[src/rtl/core/anf_pkg.sv]
`default_nettype none
// ----------------------------------------------------------------------------
// anf_pkg
// Types and constants shared by the ALU and its checker.
// ----------------------------------------------------------------------------
package anf_pkg;

    localparam int unsigned DATA_WIDTH = 32;
    localparam int unsigned OP_WIDTH   = 5;

    typedef enum logic [OP_WIDTH-1:0] {
        OP_ADDS = 5'd0,
        OP_ADD  = 5'd1,
        OP_SUBS = 5'd2,
        OP_SUB  = 5'd3,
        OP_ANDS = 5'd4,
        OP_ORRS = 5'd5,
        OP_MOVS = 5'd6,
        OP_MOV  = 5'd7,
        OP_BICS = 5'd8,
        OP_EORS = 5'd9,
        OP_MVNS = 5'd10,
        OP_NOP  = 5'd11,
        OP_CMN  = 5'd12,
        OP_CMP  = 5'd13,
        OP_TST  = 5'd14,
        OP_ADCS = 5'd15,
        OP_SBCS = 5'd16,
        OP_RSBS = 5'd17,
        OP_MULS = 5'd18
    } t_alu_op;

    typedef logic [DATA_WIDTH-1:0] t_word;

    typedef struct packed {
        logic n;
        logic z;
        logic c;
        logic v;
    } t_flags;

endpackage
`default_nettype wire

[src/rtl/core/alu_with_nzcv_flags.sv]
`default_nettype none
// ----------------------------------------------------------------------------
// alu_with_nzcv_flags
// 32-bit ALU with N, Z, C and V condition flags kept across transactions.
// ----------------------------------------------------------------------------
// Each transaction is registered at the input, evaluated in a single pass
// through one shared adder, a 32 by 32 multiplier and the logic unit, and
// registered at the output; a new transaction can be accepted every cycle
// while the input side is not stalled. The flag register is updated in the
// same cycle as the output register, so an ADCS or SBCS right behind a
// flag-setting operation sees its carry without delay.
// The input side stalls only while the input register holds a transaction
// and the output register holds a result that is itself stalled.
module alu_with_nzcv_flags (
    input  wire logic                  i_clk,
    input  wire logic                  i_rst_n,
    input  wire logic                  i_valid,
    output logic                       o_stall,
    input  wire logic [4:0]            i_action,
    input  wire anf_pkg::t_word        i_operand_m,
    input  wire anf_pkg::t_word        i_operand_n,
    output logic                       o_valid,
    input  wire logic                  i_stall,
    output anf_pkg::t_word             o_result_value,
    output logic                       o_write_back,
    output logic                       o_negative_out,
    output logic                       o_zero_out,
    output logic                       o_carry_out,
    output logic                       o_overflow_out
);
    import anf_pkg::*;

    logic               r_in_vld;
    logic [OP_WIDTH-1:0] r_action;
    t_word              r_m;
    t_word              r_n;

    logic               r_out_vld;
    t_word              r_result;
    logic               r_wb;
    t_flags             r_out_flags;
    t_flags             r_flags;

    logic               w_out_free;
    logic               w_advance;
    logic               w_accept;

    t_word              w_add_a;
    t_word              w_add_b;
    logic               w_add_cin;
    logic [DATA_WIDTH:0] w_sum;
    t_word              w_prod;

    t_word              n_result;
    logic               n_wb;
    t_flags             n_flags;
    logic               w_set_nz;
    logic               w_set_cv;

    assign w_out_free = !r_out_vld || !i_stall;
    assign w_advance  = r_in_vld && w_out_free;
    assign o_stall    = r_in_vld && !w_out_free;
    assign w_accept   = i_valid && !o_stall;

    always_comb begin
        w_add_a   = r_m;
        w_add_b   = r_n;
        w_add_cin = 1'b0;
        unique case (r_action)
            OP_SUBS, OP_SUB, OP_CMP: begin
                w_add_b   = ~r_n;
                w_add_cin = 1'b1;
            end
            OP_ADCS: begin
                w_add_cin = r_flags.c;
            end
            OP_SBCS: begin
                w_add_b   = ~r_n;
                w_add_cin = r_flags.c;
            end
            OP_RSBS: begin
                w_add_a   = '0;
                w_add_b   = ~r_m;
                w_add_cin = 1'b1;
            end
            default: begin
                w_add_cin = 1'b0;
            end
        endcase
    end

    assign w_sum  = {1'b0, w_add_a} + {1'b0, w_add_b} + {{DATA_WIDTH{1'b0}}, w_add_cin};
    assign w_prod = r_m * r_n;

    always_comb begin
        n_result = '0;
        n_wb     = 1'b1;
        w_set_nz = 1'b0;
        w_set_cv = 1'b0;
        unique case (r_action)
            OP_ADDS, OP_SUBS, OP_ADCS, OP_SBCS, OP_RSBS: begin
                n_result = w_sum[DATA_WIDTH-1:0];
                w_set_nz = 1'b1;
                w_set_cv = 1'b1;
            end
            OP_CMN, OP_CMP: begin
                n_result = w_sum[DATA_WIDTH-1:0];
                n_wb     = 1'b0;
                w_set_nz = 1'b1;
                w_set_cv = 1'b1;
            end
            OP_ADD, OP_SUB: begin
                n_result = w_sum[DATA_WIDTH-1:0];
            end
            OP_ANDS: begin
                n_result = r_m & r_n;
                w_set_nz = 1'b1;
            end
            OP_TST: begin
                n_result = r_m & r_n;
                n_wb     = 1'b0;
                w_set_nz = 1'b1;
            end
            OP_ORRS: begin
                n_result = r_m | r_n;
                w_set_nz = 1'b1;
            end
            OP_MOVS: begin
                n_result = r_n;
                w_set_nz = 1'b1;
            end
            OP_MOV: begin
                n_result = r_n;
            end
            OP_BICS: begin
                n_result = r_m & ~r_n;
                w_set_nz = 1'b1;
            end
            OP_EORS: begin
                n_result = r_m ^ r_n;
                w_set_nz = 1'b1;
            end
            OP_MVNS: begin
                n_result = ~r_m;
                w_set_nz = 1'b1;
            end
            OP_MULS: begin
                n_result = w_prod;
                w_set_nz = 1'b1;
            end
            default: begin
                n_result = '0;
                n_wb     = 1'b0;
            end
        endcase

        n_flags = r_flags;
        if (w_set_nz) begin
            n_flags.n = n_result[DATA_WIDTH-1];
            n_flags.z = (n_result == '0);
        end
        if (w_set_cv) begin
            n_flags.c = w_sum[DATA_WIDTH];
            n_flags.v = (w_add_a[DATA_WIDTH-1] ^ n_result[DATA_WIDTH-1])
                      & (w_add_b[DATA_WIDTH-1] ^ n_result[DATA_WIDTH-1]);
        end
    end

    always_ff @(posedge i_clk) begin
        if (!i_rst_n) begin
            r_in_vld  <= 1'b0;
            r_out_vld <= 1'b0;
            r_flags   <= '0;
        end else begin
            if (w_accept) begin
                r_in_vld <= 1'b1;
            end else if (w_advance) begin
                r_in_vld <= 1'b0;
            end
            if (w_advance) begin
                r_out_vld <= 1'b1;
                r_flags   <= n_flags;
            end else if (!i_stall) begin
                r_out_vld <= 1'b0;
            end
        end
    end

    always_ff @(posedge i_clk) begin
        if (w_accept) begin
            r_action <= i_action;
            r_m      <= i_operand_m;
            r_n      <= i_operand_n;
        end
        if (w_advance) begin
            r_result    <= n_result;
            r_wb        <= n_wb;
            r_out_flags <= n_flags;
        end
    end

    assign o_valid        = r_out_vld;
    assign o_result_value = r_result;
    assign o_write_back   = r_wb;
    assign o_negative_out = r_out_flags.n;
    assign o_zero_out     = r_out_flags.z;
    assign o_carry_out    = r_out_flags.c;
    assign o_overflow_out = r_out_flags.v;

endmodule
`default_nettype wire

[config.mk]
export PLATFORM = sky130hd
export DESIGN_NAME = alu_with_nzcv_flags
export DESIGN_NICKNAME = d
export VERILOG_FILES = /design/src/rtl/core/anf_pkg.sv /design/src/rtl/core/alu_with_nzcv_flags.sv
export SDC_FILE = /design/constraint.sdc
export NUM_CORES = 2
export LEC_CHECK = 0
export BUFFER_PORTS_ARGS = -buffer_cell sky130_fd_sc_hd__buf_2
export CAP_MARGIN = 30
export CORE_ASPECT_RATIO = 0.9
export CORE_MARGIN = 2
export CORE_UTILIZATION = 61
export CTS_BUF_LIST = sky130_fd_sc_hd__clkbuf_16
export DETAILED_ROUTE_END_ITERATION = 8
export GPL_TIMING_DRIVEN = 0
export PLACE_DENSITY = 0.82
export SLEW_MARGIN = 20
export SYNTH_ARGS = -nofsm -noshare
export SYNTH_HDL_FRONTEND = slang
export SYNTH_SLANG_ARGS = --single-unit
export TNS_END_PERCENT = 1
[constraint.sdc]
create_clock -name i_clk -period 25.9 [get_ports i_clk]
set_clock_uncertainty 0.05 [all_clocks]
set_input_delay 1.295 -clock i_clk [delete_from_list [all_inputs] [get_ports i_clk]]
set_output_delay 1.295 -clock i_clk [all_outputs]
set_load 0.01 [all_outputs]
==> run_results.csv <==
group,metric,value,unit
outcome,status,"finished, final reports clean",
die,dieArea,40500,um2
detailed_routing,wirelength_met1,33.89,mm
global_routing,grt_max_degree,39,
flow_run,cap_violations,0,
worst_setup_path,crit_start,"r_m[7]",
yosys,synth_cells,2735,
yosys,synthArstFlopShare,0,
clock_network,path_clk_slew,90,ps
worst_setup_path,crit_required,26190,ps
detailed_routing,dr_wl_met3,16.61,mm
sta,slew_violations,0,
placement,place_hpwl,78.88,mm
layout,drive_gt1_frac,0.06215,
placement,port_buffers,111,
worst_setup_path,cp.arrival,12030,ps
yosys,ys.flop_type,"edfxtp_1",
yosys,yosys_register_bits,112,
detailed_routing,num_vias,22400,
layout,fill_cells,3056,
worst_hold_path,hp-start,"r_flags[3]",
die,start_util,0.6185,
sta,setup-tns-final,0,ps
worst_setup_path,worst-path-buf-inv,7,
worst_setup_path,end_kind,"flop",
worst_hold_path,hold_path_depth,1,
worst_setup_path,cpMostUsedCell,"fa_1",
yosys,ys_seq_area_frac,0.1392,
worst_hold_path,hold_class,"flop to flop",
yosys,avgSynthCellArea,8.678,um2
detailed_routing,initialDrtViolationCount,3442,
sta,hold_viol,0,
clock_network,post-cts-setup-buffer-count,0,
sta,holdWs,460.7,ps
global_routing,grtUsageTotal,0.5055,
yosys,synth_edf_count,106,
detailed_routing,first_pass_iters,6,
die,rows,68,
clock_network,cts.sinks,112,
detailed_routing,antenna_left,0,
layout,area_growth,7.581,%
placement,place.gp.congestion,1.089,
clock_network,clockRootBuffer,"clkbuf_16",
global_routing,gr-total-overflow,0,
detailed_routing,wl_per_cell,29.07,um
yosys,synth_area,23730,um2
die,die_h,191.1,um
die,die_width,211.9,um
die,ioPinCount,112,
worst_setup_path,worstPathMaxFanout,10,
yosys,ys_warn_count,0,
worst_setup_path,crit_cells,29,
detailed_routing,drc_errors,0,
clock_network,cts_resized,0,
detailed_routing,finalWirelength,99.01,mm
worst_setup_path,crit_slowest_cell,"a2111oi_2",
global_routing,grt_pass1_wl,143.6,mm
sta,finalWorstSetupSlack,14160,ps
detailed_routing,routed-wl-met2,39.61,mm
detailed_routing,vias_per_cell,6.575,
sta,setup_viol,0,
worst_setup_path,start_kind,"flop",
sta,tightest_slew,1212,ps
sta,fmax,0.08517,GHz
worst_setup_path,rr_startpoint,"r_m[7]",
clock_network,clockBufferDepth,2,
clock_network,cts_buffers,9,
worst_setup_path,cp_top_family,"adder cells",
sta,post-route-min-period,11740,ps
placement,pre_cts_ws,14490,ps
yosys,syn_nets,3420,
worst_setup_path,crit_path_max_incr_delay,870,ps
worst_setup_path,worstSetupPathType,"flop to flop",
layout,nNetsFinal,3560,
detailed_routing,routed.top_layer,"met5",
global_routing,antenna_found_initial,3,
clock_network,htree_levels,3,
clock_network,cts_hold_buf,0,
clock_network,cts_tree,"done",
clock_network,clock_latency,420,ps
sta,maxSlewHeadroom,0.1807,
worst_setup_path,reg2reg_depth,29,
die,core_area,38370,um2
sta,rsz0062_at_grt,"false",
yosys,synth_cell_types,83,
sta,period_share,0.4533,
global_routing,first_global_vias,22360,
-- metal layers --
layer	track usage	vias up
met1	0.6287	10810
li1	-	9019
met3	0.2216	550
met5	0	-
met4	0.3502	8
met2	0.7062	2012
-- layout by cell type (no fill, tap or decap), types with 9 or more instances in the layout --
| cell type | count |
|---|---|
| and2_1 | 10 |
| buf_2 | 121 |
| and3_1 | 12 |
| nor2b_1 | 13 |
| buf_6 | 10 |
| inv_1 | 445 |
| clkbuf_16 | 9 |
| clkinv_1 | 17 |
| nand3_1 | 23 |
| clkbuf_1 | 117 |
| nand2_1 | 308 |
| a21oi_1 | 97 |
| edfxtp_1 | 106 |
| a22oi_1 | 34 |
| nor2_1 | 413 |
| xor2_1 | 29 |
| o21a_1 | 10 |
| fa_1 | 410 |
| ha_1 | 202 |
| a211oi_1 | 20 |
| nor3_1 | 22 |
| mux2i_1 | 9 |
| a31oi_1 | 13 |
| o221ai_1 | 12 |
| xnor2_1 | 71 |
| o211ai_1 | 21 |
| buf_1 | 23 |
| nand4_1 | 12 |
| o21ai_0 | 104 |
| a21o_1 | 18 |
-- path summary, 6_finish.rpt --
| kind | endpoint | slack, ps |
|---|---|---|
| hold / removal | r_flags[3] | 460 |
| setup reg to reg | r_flags[2] | 14160 |
| setup / recovery | r_flags[2] | 14160 |
| hold reg to reg | r_flags[3] | 460 |
-- synthesized netlist by cell type (all sizes together) (13+ instances only) --
library cell,n,area (um2)
inv,447,1678
nand2,308,1156
xor2,30,270.3
a22oi,34,255.2
edfxtp,106,3183
fa,410,8208
buf,36,166.4
nand3,23,115.1
nor2b,14,87.58
clkbuf,120,450.4
o21ai,106,530.5
clkinv,17,63.81
a211oi,21,157.7
o211ai,21,157.7
a21o,18,135.1
a31oi,13,81.33
ha,202,2527
xnor2,71,621.9
nor2,413,1550
a21oi,97,485.5
nor3,23,115.1
-- per-stage QoR --
stage / instances / cell area, um2 / util
final: 3406 / 25530 / 0.6654
after global routing: 3405 / 25530 / 0.6654
after CTS: 3398 / 25450 / 0.6632
after detailed placement: 3382 / 25130 / 0.6548
after global placement: 3371 / 24950 / 0.6501
after floorplan: 2735 / 23730 / -
-- layout make-up --
cell class              instances  area (um2)  share of cell area
clock inverters                 7       96.34            0.003773
inverters                     464        1742             0.06821
plain buffers                 156       620.6             0.02431
flip-flops and latches        112        3303              0.1294
diodes                          1       2.502          0.00009801
well taps                     525       656.9             0.02573
multi-input cells            2003       18100              0.7087
clock buffers                   9       225.2            0.008821
repair buffers                129       790.8             0.03097
-- registers in the layout, summed over array words and instances, names as in the netlist, 4 cells and up --
name	count
r_flags	4
r_n	32
r_m	32
r_action	5
o_result_value	32
-- cell families (layout without fill, tap and decap cells) --
logic type               after synthesis  after routing  synth area share
AO/OA/AOI/OAI                        417            417            0.1150
XOR/XNOR                             101            101           0.03759
adder cells (fa/ha/maj)              612            612            0.4523
buffers and inverters                620            765           0.09937
flip-flops                           112            112            0.1392
multiplexers                           9              9          0.003796
other                                  0              1                 0
AND/OR/NAND/NOR                      864            864            0.1528
Power is left out: the tool's default activity adds up to more than one toggle a clock period on the data nets, which glitch-free logic cannot reach.
